--- src/hw/rtl/srfc_pkg.sv ---
`timescale 1ns / 1ps

package srfc_pkg;

  localparam int unsigned MAX_REPLY_LEN = 128;
  localparam int unsigned CNT_W         = 8;

  localparam logic [15:0] CRC_INIT = 16'hFFFF;
  localparam logic [15:0] CRC_POLY = 16'hA001;

  localparam int unsigned CFG_IDX_W = 3;
  localparam logic [CFG_IDX_W-1:0] REG_EXPECT_FIRST   = 3'd0;
  localparam logic [CFG_IDX_W-1:0] REG_EXPECT_SECOND  = 3'd1;
  localparam logic [CFG_IDX_W-1:0] REG_REPLY_LENGTH   = 3'd2;
  localparam logic [CFG_IDX_W-1:0] REG_VALUE_POSITION = 3'd3;
  localparam logic [CFG_IDX_W-1:0] REG_VALUE_SIZE     = 3'd4;

  localparam logic [1:0] ST_OK         = 2'd0;
  localparam logic [1:0] ST_SHORT      = 2'd1;
  localparam logic [1:0] ST_HEADER_BAD = 2'd2;
  localparam logic [1:0] ST_CRC_BAD    = 2'd3;

  localparam logic [CNT_W-1:0] LEN_MIN = 8'd2;
  localparam logic [CNT_W-1:0] LEN_MAX = CNT_W'(MAX_REPLY_LEN);

  typedef struct packed {
    logic [7:0] expect_first;
    logic [7:0] expect_second;
    logic [7:0] reply_length;
    logic [6:0] value_position;
    logic [2:0] value_size;
  } cfg_t;

  typedef struct packed {
    logic [31:0] value;
    logic [1:0]  status;
  } result_t;

  // one byte through the reflected CRC-16, LSB first
  function automatic logic [15:0] crc_update(input logic [15:0] crc, input logic [7:0] b);
    logic [15:0] c;
    c = crc ^ {8'h00, b};
    for (int k = 0; k < 8; k++) begin
      if (c[0]) c = (c >> 1) ^ CRC_POLY;
      else      c = c >> 1;
    end
    return c;
  endfunction

endpackage

--- src/hw/rtl/srfc_frame.sv ---
`timescale 1ns / 1ps

module srfc_frame (
  input  logic                 clk,
  input  logic                 rst_n,
  input  srfc_pkg::cfg_t       cfg,
  input  logic                 step,
  input  logic [7:0]           rx_byte,
  input  logic                 frame_end,
  output srfc_pkg::result_t    result
);

  logic [srfc_pkg::CNT_W-1:0] byte_count_r, byte_count_nxt;
  logic [15:0]                crc_r, crc_nxt;
  logic [15:0]                window_r, window_nxt;
  logic                       header_ok_r, header_ok_nxt;
  logic [31:0]                value_r, value_nxt;

  logic [srfc_pkg::CNT_W-1:0] len_eff;
  logic                       take;
  logic [8:0]                 pos_end;
  logic [8:0]                 byte_dist;
  logic                       in_value;
  logic [15:0]                crc_got;

  always_comb begin
    if (cfg.reply_length < srfc_pkg::LEN_MIN)      len_eff = srfc_pkg::LEN_MIN;
    else if (cfg.reply_length > srfc_pkg::LEN_MAX) len_eff = srfc_pkg::LEN_MAX;
    else                                           len_eff = cfg.reply_length;
  end

  assign take      = byte_count_r < len_eff;
  assign pos_end   = {2'b00, cfg.value_position} + {6'd0, cfg.value_size};
  assign byte_dist = pos_end - 9'd1 - {1'b0, byte_count_r};
  assign in_value  = (cfg.value_size != 3'd0) &&
                     ({1'b0, byte_count_r} >= {2'b00, cfg.value_position}) &&
                     ({1'b0, byte_count_r} < pos_end);

  always_comb begin
    byte_count_nxt = byte_count_r;
    crc_nxt        = crc_r;
    window_nxt     = window_r;
    header_ok_nxt  = header_ok_r;
    value_nxt      = value_r;
    if (take) begin
      if (byte_count_r == 8'd0 && rx_byte != cfg.expect_first)  header_ok_nxt = 1'b0;
      if (byte_count_r == 8'd1 && rx_byte != cfg.expect_second) header_ok_nxt = 1'b0;
      // the byte two places back leaves the window and goes into the CRC
      if (byte_count_r >= 8'd2) crc_nxt = srfc_pkg::crc_update(crc_r, window_r[15:8]);
      window_nxt = {window_r[7:0], rx_byte};
      // only the last four value bytes land in the low 32 bits
      if (in_value && byte_dist < 9'd4)
        value_nxt = value_r | ({24'd0, rx_byte} << {byte_dist[1:0], 3'b000});
      byte_count_nxt = byte_count_r + 8'd1;
    end
  end

  // trailing CRC arrives low byte first
  assign crc_got = {window_nxt[7:0], window_nxt[15:8]};

  always_comb begin
    result.value = 32'd0;
    if (byte_count_nxt < len_eff) begin
      result.status = srfc_pkg::ST_SHORT;
    end else if (!header_ok_nxt) begin
      result.status = srfc_pkg::ST_HEADER_BAD;
    end else if (crc_got != crc_nxt) begin
      result.status = srfc_pkg::ST_CRC_BAD;
    end else begin
      result.status = srfc_pkg::ST_OK;
      result.value  = value_nxt;
    end
  end

  always_ff @(posedge clk) begin
    if (!rst_n) begin
      byte_count_r <= '0;
      crc_r        <= srfc_pkg::CRC_INIT;
      window_r     <= 16'd0;
      header_ok_r  <= 1'b1;
      value_r      <= 32'd0;
    end else if (step) begin
      if (frame_end) begin
        byte_count_r <= '0;
        crc_r        <= srfc_pkg::CRC_INIT;
        window_r     <= 16'd0;
        header_ok_r  <= 1'b1;
        value_r      <= 32'd0;
      end else begin
        byte_count_r <= byte_count_nxt;
        crc_r        <= crc_nxt;
        window_r     <= window_nxt;
        header_ok_r  <= header_ok_nxt;
        value_r      <= value_nxt;
      end
    end
  end

  a_count_bounded: assert property (@(posedge clk) disable iff (!rst_n)
    byte_count_r <= srfc_pkg::LEN_MAX)
    else $error("byte count ran past the length limit");

  a_end_clears: assert property (@(posedge clk) disable iff (!rst_n)
    step && frame_end |=> byte_count_r == '0 && crc_r == srfc_pkg::CRC_INIT && header_ok_r)
    else $error("frame state not cleared after last byte");

  a_value_only_ok: assert property (@(posedge clk) disable iff (!rst_n)
    result.status != srfc_pkg::ST_OK |-> result.value == 32'd0)
    else $error("value given on a failed reply");

  a_short_no_count: assert property (@(posedge clk) disable iff (!rst_n)
    step && !take |=> byte_count_r == $past(byte_count_r) || $past(frame_end))
    else $error("extra byte changed the count");

endmodule

--- config.mk ---
export PLATFORM = sky130hd
export DESIGN_NAME = srfc_frame
export DESIGN_NICKNAME = d
export VERILOG_FILES = /design/src/hw/rtl/srfc_pkg.sv /design/src/hw/rtl/srfc_frame.sv
export SDC_FILE = /design/constraint.sdc
export NUM_CORES = 1
export LEC_CHECK = 0
export BUFFER_PORTS_ARGS = -buffer_cell sky130_fd_sc_hd__buf_2
export CORE_ASPECT_RATIO = 0.75
export CORE_MARGIN = 10
export CORE_UTILIZATION = 55
export DETAILED_ROUTE_END_ITERATION = 16
export PLACE_DENSITY = 0.77
export SETUP_SLACK_MARGIN = 0.5
export SLEW_MARGIN = 20
export SYNTH_ARGS = -nofsm -noshare
export SYNTH_HDL_FRONTEND = slang
export SYNTH_SLANG_ARGS = --single-unit
--- constraint.sdc ---
create_clock -name clk -period 7.43 [get_ports clk]
set_clock_uncertainty 0.2 [all_clocks]
set_input_delay 0.743 -clock clk [delete_from_list [all_inputs] [get_ports clk]]
set_output_delay 0.743 -clock clk [all_outputs]
set_load 0.05 [all_outputs]
# Word level (Yosys, flattened, before mapping)

Index checks and enable logic that the tools add are counted.

Mux-type cells: 44
Magnitude comparators: 8
Shift-type cells: 1
Bitwise operators: 10
Add/sub/neg operators: 4
Equality and inequality tests: 4
Reductions and logical operators: 7

Operator list:

| kind                                                                                | number |
|---|---|
| 16-bit two-way mux                                                                  | 27 |
| 32-bit two-way mux                                                                  | 6 |
| 8-bit two-way mux                                                                   | 4 |
| 32-bit bitwise OR                                                                   | 1 |
| 8-bit by 5-bit << shifter with 32-bit output                                        | 1 |
| 8-bit < comparator                                                                  | 3 |
| 2-bit NOT with 3-bit output                                                         | 8 |
| 16-bit inequality test                                                              | 1 |
| 8-bit inequality test                                                               | 2 |
| 16-bit by 8-bit bitwise XOR with 16-bit output                                      | 1 |
| 9-bit by 3-bit < comparator with 1-bit output, second input constant                | 1 |
| 8-bit by 1-bit subtractor with 9-bit output, second input constant                  | 1 |
| 9-bit by 8-bit subtractor with 9-bit output                                         | 1 |
| 7-bit by 3-bit adder with 8-bit output                                              | 1 |
| 8-bit by 1-bit adder with 8-bit output, second input constant                       | 1 |
| 8-bit by 1-bit equality test with 1-bit output, second input constant               | 1 |
| 8-bit by 2-bit greater-or-equal comparator with 1-bit output, second input constant | 1 |
| 8-bit by 7-bit greater-or-equal comparator with 1-bit output                        | 1 |
| 8-bit greater-than comparator, second input constant                                | 1 |
| 8-bit zero test                                                                     | 1 |
| 8-bit by 2-bit < comparator with 1-bit output, second input constant                | 1 |
| 2-bit two-way mux                                                                   | 3 |
| 1-bit logical AND                                                                   | 5 |
| 1-bit two-way mux                                                                   | 4 |
| 3-bit nonzero test                                                                  | 1 |

Bits of input ports: 46
Register bits: 73
Logic and storage cells: 83

# Longest topological paths before layout

Gate-level depths: netlist of the first run.

Depth in word-level cells: 37
Depth in mapped cells: 21
Mapped depth without buffers: 17

# Least setup slack after synthesis of the first run

Ideal clock, no wire load.

Path kind: in2out
Start point: input cfg[16] (netlist bit)
End point: output result[26] (netlist bit)
Slack: 0.648 ns
Stages on the path: 19
Data required time: 6.487 ns
Data arrival time: 5.839 ns
Cell sequence: nor4_1 -> nand2_1 -> nand2b_1 -> nand2_1 -> ha_1 -> or4b_1 -> a21o_1 -> a211oi_4 -> o21ai_4 -> nor4_1 -> and3_1 -> xnor2_1 -> ha_1 -> and4_1 -> o211ai_1 -> and3_1 -> clkbuf_1 -> clkbuf_1 -> nor3_1

RTL lines:

| element         | RTL line         | text |
|---|---|---|
| start, declared | srfc_frame.sv:6  | `input srfc_pkg::cfg_t cfg,` |
| end, declared   | srfc_frame.sv:10 | `output srfc_pkg::result_t result` |

==> flow_summary.ini, run 1 <==
[floorplanning]
io_pins = 80
core_sq_um = 9740
dieWidth_microns = 136
dieArea_sq_um = 14500
fp-row-count = 31
initial_core_util_pct = 57.0
fp.dieH_microns = 107

[power_and_ir_drop]
p_int_mw = 0.740
swShare_pct = 28.3
p_total_mw = 1.03
seqPwrFrac_pct = 38.9
p_comb_share_pct = 19.2
p_leak_nw = 2.49
ir_worst_vdd_mv = 0.114
powerDensity_nw_per_um2 = 165
p_clk_share_pct = 41.9
switchingPower_mw = 0.292

[place]
place_area_sq_um = 5930
gp_congestion = 0.968
hpwlAfterDp_microns = 11700
portBuffers = 79

[sta]
worst_slew_margin_rel_pct = 28.7
min_period_over_period_pct = 86.3
timing_hold_violations_final = 0
rsz0062_at_grt = no
timing.fmax_ghz = 0.156
finalCriticalPeriod_ps = 6410
slew_violations = 0
finalSetupViolations = 0
worstMarginPinSlew_ps = 1070
setup-tns-final_ps = 0

[worst_setup_path]
startpoint_type = input pin
arrival_ps = 5470
rrSetupSlack_ps = 2910
critPathCaptureType = output pin
crit_type = in -> out
crit_required_ps = 6490
cp_max_fo = 34

[clocking]
clk-insertion-delay-late_ps = 340
h-tree-depth = 3
cts_tree = yes
cts_root_buffer = clkbuf_16
post-cts-setup-buffers = 0
clkSinkCount = 73
cts_inserted_buffers = 9
clock_path_buffers = 2
clk_pin_slew_worst_paths_ps = 60

[logic_synthesis]
ys_types = 63
synth_edf_count = 0
avgSynthCellArea_sq_um = 8.31
syn_area_sq_um = 5550
syn_nets = 759
synthTopCellsByCount = dfxtp_1, xnor2_1, nor2_1
yosysSeqAreaShare_pct = 26.4
syn_inst = 667
synth_top_area_cell = dfxtp_1
synth_warnings = 0
synth_area_leaders = dfxtp_1, ha_1, xnor2_1
synth_top_cell_area_share_pct = 26.4
synth-seq-cells = 73
yosysMostFrequentCell = dfxtp_1
async_flop_share_pct = 0
synth_flop_cell = dfxtp_1

[run]
drv_cap = 0

[drt]
route.detailed.drc = 0
num_vias = 5206
wl_microns = 16000
drt_pass1_iterations = 5
drtIter0Drc = 449
avgViaCountPerCell = 6.09
ant_nets = 0
wire_per_inst_microns = 18.8

[worst_hold_path]
hold_path.class = reg -> reg

[final_layout]
finalInstanceArea_sq_um = 6240
seq_area_sq_um = 1460
nets = 811
area_growth_pct = 12.5
drive_above_1_share_pct = 16.3
fillers = 841
antennaDiodeCount = 0
multi_input_area_sq_um = 3790

[global_route]
grt_max_degree = 49
grt_overflow_total = 0
track_usage_pct = 21.4
antenna_found_initial = 0
grt_pass1_vias = 5034
grt_pass1_wl_microns = 25700

[status]
status = complete, no violations
critical path, cell delays in order:
cell and delay (ps):
buf_2 110, nor4_2 370, nand2_1 120, nand2b_1 80
nand2_1 70, ha_1 210, or4b_1 530, a21o_1 220
a211oi_4 400, o21a_2 400, nand4_1 220, nor3_1 240
xnor2_1 190, ha_1 290, a21o_1 160, a21oi_1 140
and3_1 170, buf_4 350, o21bai_1 170, buf_2 280
power groups by stage:
stage	Sequential (mW)	Clock, mW	Combinational [mW]
2_1_floorplan	0.407	0	0.143
3_3_place_gp	0.409	0	0.190
3_5_place_dp	0.409	0	0.194
4_1_cts	0.401	0.439	0.196
5_1_grt	0.401	0.450	0.216
6_report	0.401	0.432	0.198
layout make-up:
class                      instances  share of cell area, %
clock inverter                     5                  0.902
multi-input combinational        522                   60.7
sequential                        73                   23.4
timing repair buffer              81                   6.58
inverter                          32                   1.92
clock buffer                      10                   3.83
tap                              132                   2.65
final timing paths:
kind	from	endpoint	cells after the start
hold / removal	value_r[0]	value_r[0]	2
setup / recovery	cfg[16]	result[0]	20
setup reg to reg	byte_count_r[1]	value_r[23]	10
hold reg to reg	value_r[0]	value_r[0]	2
placed cells by master (no fill, tap or decap), types with 5 or more instances in the layout:
master,count
xnor2_1,59
nor2_1,50
o22ai_1,15
a31oi_1,34
nor3_1,34
nand4_1,11
ha_1,44
clkbuf_16,9
o21ai_0,15
a32oi_1,8
buf_2,79
o211ai_1,5
a22oi_1,13
dfxtp_1,73
nor2b_1,25
inv_1,32
a21o_1,10
a21oi_1,44
nor3_2,7
xor2_1,10
nand2b_1,6
mux2i_1,20
nand2_1,43
logic make-up (layout without fill, tap and decap cells):
| family | count (synthesis) | in the layout | synth area share [%] |
|---|---|---|---|
| xor+xnor | 73 | 73 | 12.5 |
| compound gates | 178 | 178 | 21.2 |
| mux | 21 | 21 | 3.81 |
| simple gates | 204 | 204 | 19.8 |
| fa+ha+maj | 46 | 46 | 10.6 |
| flops | 73 | 73 | 26.4 |
| buf+inv | 72 | 128 | 5.64 |
per-layer routing:
metal  track usage [%]  up-vias  part of all wire (%)
met3              4.94       27                   7.9
met2              34.9      206                    47
li1                  -     2511                     -
met5                 0        -                     0
met1              27.9     2462                    43
met4              5.77        0                   1.8
registers in the layout, indices dropped and copies added, names as in the netlist:
name,count
header_ok_r,1
byte_count_r,8
window_r,16
crc_r,16
value_r,32
stage by stage:
| stage | utilization, % | cells | setup WS (ps) | hold slack (ps) |
|---|---|---|---|---|
| floorplan | - | 667 | 648 | 238 |
| global placement | 60.9 | 840 | 909 | 246 |
| detailed placement | 60.9 | 840 | 745 | 255 |
| CTS | 64.0 | 855 | 704 | 267 |
| global route | 64.1 | 855 | 624 | 285 |
| finish | 64.1 | 855 | 1020 | 273 |
timing repair:
action	CTS	global route
hold buffers	0	0
gates resized for setup	0	3
endpoints found under the setup margin	0	34
Power figures use the tool's default switching activity.
==> run 2, diff against run 1 <==
--- a/config.mk
+++ b/config.mk
@@ -9,10 +9,10 @@
 export CORE_ASPECT_RATIO = 0.75
 export CORE_MARGIN = 10
 export CORE_UTILIZATION = 55
+export CTS_BUF_LIST = sky130_fd_sc_hd__clkbuf_8 sky130_fd_sc_hd__clkbuf_16
 export DETAILED_ROUTE_END_ITERATION = 16
 export PLACE_DENSITY = 0.77
 export SETUP_SLACK_MARGIN = 0.5
-export SLEW_MARGIN = 20
 export SYNTH_ARGS = -nofsm -noshare
 export SYNTH_HDL_FRONTEND = slang
 export SYNTH_SLANG_ARGS = --single-unit
==> constraint.sdc (replaced) <==
create_clock -name clk -period 7.43 [get_ports clk]
set_clock_uncertainty 0.2 [all_clocks]
set_input_delay 1.486 -clock clk [delete_from_list [all_inputs] [get_ports clk]]
set_output_delay 1.486 -clock clk [all_outputs]
set_load 0.05 [all_outputs]
==> run 2 against run 1 <==
  * The flow now finishes with violations (negative setup slack)
  * Worst hold slack lost 1.8 ps
  * First-iteration DRC count rose by 40%
  * Critical path depth decreased by 2
  * Largest power group unchanged
  * Sequential share of layout area fell by 4.6 points
  * Register-to-register slack better by 20 ps
  * Final area up 24%
  * Power up 5.8%
  * Core utilization is 16 points higher
  * Clock power rose by 3%
  * Combinational power increased by 24%
==> flow_summary.ini, run 2 (synthesis results as in run 1) <==
[status]
status = complete, but fails checks
violations = negative setup slack

[sta]
finalSetupViolations = 33
timing.fmax_ghz = 0.132
slew_violations = 0
worstMarginPinSlew_ps = 1130
min_period_over_period_pct = 102
finalCriticalPeriod_ps = 7570
whs_ps = 271
worst_slew_margin_rel_pct = 24.7
timing_hold_violations_final = 0
rsz0062_at_grt = yes
setup_ws_ps = -138
setup-tns-final_ps = -2240

[worst_hold_path]
hold_path.class = reg -> reg
holdPathStages = 2

[clocking]
clk-insertion-delay-late_ps = 340
clock_path_buffers = 2
h-tree-depth = 3
clkSinkCount = 73
clk_pin_slew_worst_paths_ps = 60
cts_inserted_buffers = 9
cts_tree = yes
cts_root_buffer = clkbuf_16

[floorplanning]
dieArea_sq_um = 14500
dieWidth_microns = 136
core_sq_um = 9740
io_pins = 80
initial_core_util_pct = 57.0
fp.dieH_microns = 107
fp-row-count = 31

[power_and_ir_drop]
powerDensity_nw_per_um2 = 141
ir_worst_vdd_mv = 0.180
swShare_pct = 29.2
seqPwrFrac_pct = 36.8
p_clk_share_pct = 40.8
p_comb_share_pct = 22.5
p_total_mw = 1.09
switchingPower_mw = 0.319
p_leak_nw = 3.49
p_int_mw = 0.773

[place]
dpl.cell_count = 860
gp_congestion = 0.929
post-place-ws_ps = 39.7
hpwlAfterDp_microns = 12800
place_area_sq_um = 6530
portBuffers = 79

[final_layout]
drive_above_1_share_pct = 30.8
top_register = value_r
nets = 882
antennaDiodeCount = 0
largest_reg_flops = 32
finalInstanceArea_sq_um = 7750
top_regs = value_r (32), crc_r (16), window_r (16)
stdcell_count = 927
layout_commonest_cell = dfxtp_1
fillers = 627
area_growth_pct = 39.8
final_util_pct = 79.6
final_cell_mix = dfxtp_1, xnor2_1, buf_4, nor2_1, buf_2

[drt]
wire_per_inst_microns = 21.6
num_vias = 5898
drtIter0Drc = 627
drt_pass1_iterations = 6
wl_microns = 20100
ant_nets = 0
route.detailed.drc = 0
avgViaCountPerCell = 6.36

[worst_setup_path]
critical-path-slowest-cell = or4_4
reg2reg_depth = 15
worstPathBufferInverterCount = 4
crit_type = in -> out
cp_slowest_stage_delay_ps = 600
crit_chain = buf_8 -> nor4_4 -> nand2_1 -> nand2b_1 -> nand2_2 -> ha_4 -> or4b_4 -> a21o_1 -> buf_4 -> a2111oi_0 -> nor3_1 -> xnor2_1 -> mux2i_1 -> o2111ai_1 -> or4_4 -> buf_12 -> nor3_4 -> buf_6
cp_max_fo = 6
arrival_ps = 5880
cp_top_family = simple AND/OR/NAND/NOR gates
startpoint_type = input pin
cp.depth = 18
critPathCaptureType = output pin
crit_required_ps = 5740

[global_route]
track_usage_pct = 25.5
grt_pass1_wl_microns = 30000
grt_pass1_vias = 5600
antenna_found_initial = 0
grt_max_degree = 49
grt_overflow_total = 0

[run]
drv_cap = 0
==> run 2: cell types whose count changed in the layout (fill, tap and decap cells not counted), moves of 5 or more <==
cell,delta
a21oi_2,+6
nor3_1,-27
nor3_4,+32
o21ai_1,+5
buf_12,+6
a21oi_1,-8
buf_6,+39
buf_2,-37
nor3_2,-5
buf_4,+55
==> run 2: what timing repair did <==
action | in CTS | in global routing
resized for setup | 87 | 36
pin swaps | 15 | 54
setup buffers | 36 | 9
gates cloned | 1 | 5
endpoints found under the setup margin | 34 | 34
hold buffers | 0 | 0
==> run 2: area by class of cell <==
cell class	instances	area (sq um)	share of cell area, %
Clock buffer	11	253	3.26
Clock inverter	5	55.1	0.710
Inverter	32	120	1.55
Multi-Input combinational cell	522	4320	55.7
Sequential cell	73	1460	18.8
Tap cell	132	165	2.13
Timing Repair Buffer	152	1380	17.8
==> run 2: power groups by stage <==
stage	Combinational, mW	Sequential [mW]	Clock, mW
final	0.245	0.401	0.445
after detailed placement	0.212	0.409	0
after CTS	0.222	0.401	0.451
after floorplan	0.155	0.407	0
after global placement	0.208	0.409	0
after global routing	0.263	0.401	0.464
==> run 2: final timing paths <==
kind | from | end | slack (ps)
max | cfg[11] | result[32] | -140
min | value_r[22] | value_r[22] | 270
max reg2reg | byte_count_r[0] | value_r[16] | 2930
min reg2reg | value_r[22] | value_r[22] | 270
==> run 2: worst min-delay path, delay by kind of cell, from the launching register on <==
family,cells,cell delay (ps)
AO/OA/AOI/OAI,1,40
flip-flops,1,330
AND/OR/NAND/NOR,1,70
==> run 2: metal layers <==
layer | GRT usage, % | vias up | share of wire [%]
met5 | 0 | - | 0
met4 | 6.90 | 0 | 3.2
met3 | 4.99 | 67 | 9.3
met2 | 42.6 | 352 | 47
met1 | 32.9 | 2812 | 41
li1 | - | 2667 | -
==> run 3, diff against run 2 <==
--- a/config.mk
+++ b/config.mk
@@ -6,7 +6,7 @@
 export NUM_CORES = 1
 export LEC_CHECK = 0
 export BUFFER_PORTS_ARGS = -buffer_cell sky130_fd_sc_hd__buf_2
-export CORE_ASPECT_RATIO = 0.75
+export CORE_ASPECT_RATIO = 1.5
 export CORE_MARGIN = 10
 export CORE_UTILIZATION = 55
 export CTS_BUF_LIST = sky130_fd_sc_hd__clkbuf_8 sky130_fd_sc_hd__clkbuf_16
==> run 3 against run 2 <==
  * The flow now finishes without violations
  * Sequential cell count stayed put
  * Critical path depth up 2
  * Count of clock-buffer cells in the layout is 2 lower
  * Clock power decreased by 10%
  * Die area is 0.28% higher
  * Critical path type unchanged
  * Highest routed layer unchanged
==> flow_summary.ini, run 3 (synthesis results as in run 1) <==
[final_layout]
largest_reg_flops = 32
final_util_pct = 75.9
layout_commonest_cell = dfxtp_1
fillers = 680
stdcell_count = 880
top_regs = value_r (32), crc_r (16), window_r (16)
seq_area_sq_um = 1460
antennaDiodeCount = 0
top_register = value_r
final_cell_mix = dfxtp_1, xnor2_1, nor2_1, a21oi_1
multi_input_area_sq_um = 4230
nets = 852
drive_above_1_share_pct = 26.0
area_growth_pct = 33.3
finalInstanceArea_sq_um = 7390

[worst_setup_path]
cp.depth = 20
cp_slowest_stage_delay_ps = 570
worst_path_most_repeated_cell = buf_6
crit_chain = buf_6 -> nor4_4 -> nand2_1 -> nand2b_1 -> nand2_2 -> ha_4 -> or4b_4 -> a21o_1 -> a211oi_4 -> buf_6 -> buf_4 -> o21ai_1 -> mux2i_1 -> xnor2_1 -> nand4_1 -> or4_4 -> buf_6 -> buf_16 -> nor3_4 -> buf_6
crit_required_ps = 5740
cp_max_fo = 8
worstPathBufferInverterCount = 6
reg2reg_depth = 13
arrival_ps = 5660
critical-path-slowest-cell = or4_4
critPathLaunch = cfg[11]
cp_top_family = simple AND/OR/NAND/NOR gates
timing.rr.start = byte_count_r[1]
critPathCaptureType = output pin
startpoint_type = input pin
crit_type = in -> out

[floorplanning]
initial_core_util_pct = 56.9
fp-row-count = 44
io_pins = 80
fp.dieH_microns = 143
dieWidth_microns = 102
dieArea_sq_um = 14600
core_sq_um = 9740

[power_and_ir_drop]
p_comb_share_pct = 22.4
p_total_mw = 1.03
switchingPower_mw = 0.315
ir_worst_vdd_mv = 0.139
p_int_mw = 0.716
p_clk_share_pct = 38.8
seqPwrFrac_pct = 38.8
p_leak_nw = 3.33
swShare_pct = 30.5
powerDensity_nw_per_um2 = 139

[run]
drv_cap = 0

[sta]
min_period_over_period_pct = 98.8
setup_ws_ps = 87.9
finalSetupViolations = 0
slew_violations = 0
setup-tns-final_ps = 0
timing.fmax_ghz = 0.136
timing_hold_violations_final = 0
whs_ps = 272
rsz0062_at_grt = yes
worst_slew_margin_rel_pct = 25.6
finalCriticalPeriod_ps = 7340
worstMarginPinSlew_ps = 1110

[clocking]
holdBufCountCts = 0
cts_tree = yes
clk_pin_slew_worst_paths_ps = 60
clkSinkCount = 73
clock_path_buffers = 2
cts_root_buffer = clkbuf_16
clk-insertion-delay-late_ps = 340
cts_inserted_buffers = 9
h-tree-depth = 3

[drt]
met3_length_microns = 864
drt_pass1_iterations = 4
highest_layer = met4
num_vias = 5558
wl_microns = 18300
avgViaCountPerCell = 6.32
drtIter0Drc = 423
wl_met2_microns = 9490
route.detailed.drc = 0
ant_nets = 0
wire_per_inst_microns = 20.8
drt-met1-wl_microns = 7200

[status]
status = complete, no violations

[global_route]
grt_overflow_total = 0
grt_pass1_vias = 5632
grt_pass1_wl_microns = 28700
antenna_found_initial = 0
track_usage_pct = 24.8
grt_max_degree = 49

[place]
place_area_sq_um = 6500
hpwlAfterDp_microns = 12500
gp_congestion = 0.943
post-place-ws_ps = 1.18
portBuffers = 79
dpl.cell_count = 842

[worst_hold_path]
hp-start = value_r[22]
hold_path.class = reg -> reg
holdPathStages = 2
run 3: worst register-to-register path, cell delays in order, from the launching register on:
cell,delay [ps]
dfxtp_1,620
inv_1,280
fa_1,520
a21o_1,180
a21oi_1,240
o21bai_1,120
a2111oi_0,460
a31oi_1,80
or4_4,590
nor4_4,270
buf_4,200
buf_4,170
a31oi_1,90
nor2_1,130
run 3: area by class of cell:
cell class                 count  area share, %
inverter                      32           1.62
timing repair buffer         122           15.8
clock buffer                   9           3.05
multi-input combinational    522           57.2
clock inverter                 7          0.626
tap                          115           1.95
sequential                    73           19.8
run 3: metal layers:
metal  track usage (%)  vias to the layer above
li1                  -                     2608
met1              28.3                     2690
met2              44.2                      200
met3              3.24                       60
met4              11.5                        0
met5                 0                        -
run 3: path summary, 6_finish.rpt:
path                       to  slack [ps]
hold reg to reg   value_r[22]         270
setup reg to reg   value_r[6]        3210
hold / removal    value_r[22]         270
setup / recovery   result[27]          90
run 3: power groups by stage:
stage / logic, mW / registers, mW / clock network (mW)
2_1_floorplan: 0.155 / 0.407 / 0
3_3_place_gp: 0.207 / 0.409 / 0
3_5_place_dp: 0.212 / 0.409 / 0
4_1_cts: 0.222 / 0.400 / 0.402
5_1_grt: 0.249 / 0.401 / 0.419
6_report: 0.231 / 0.401 / 0.400
run 3: timing repair:
item,CTS,global route
setup endpoints to repair,34,34
pin swaps,36,7
cloned,4,1
buffers inserted,15,2
gates resized for setup,90,13
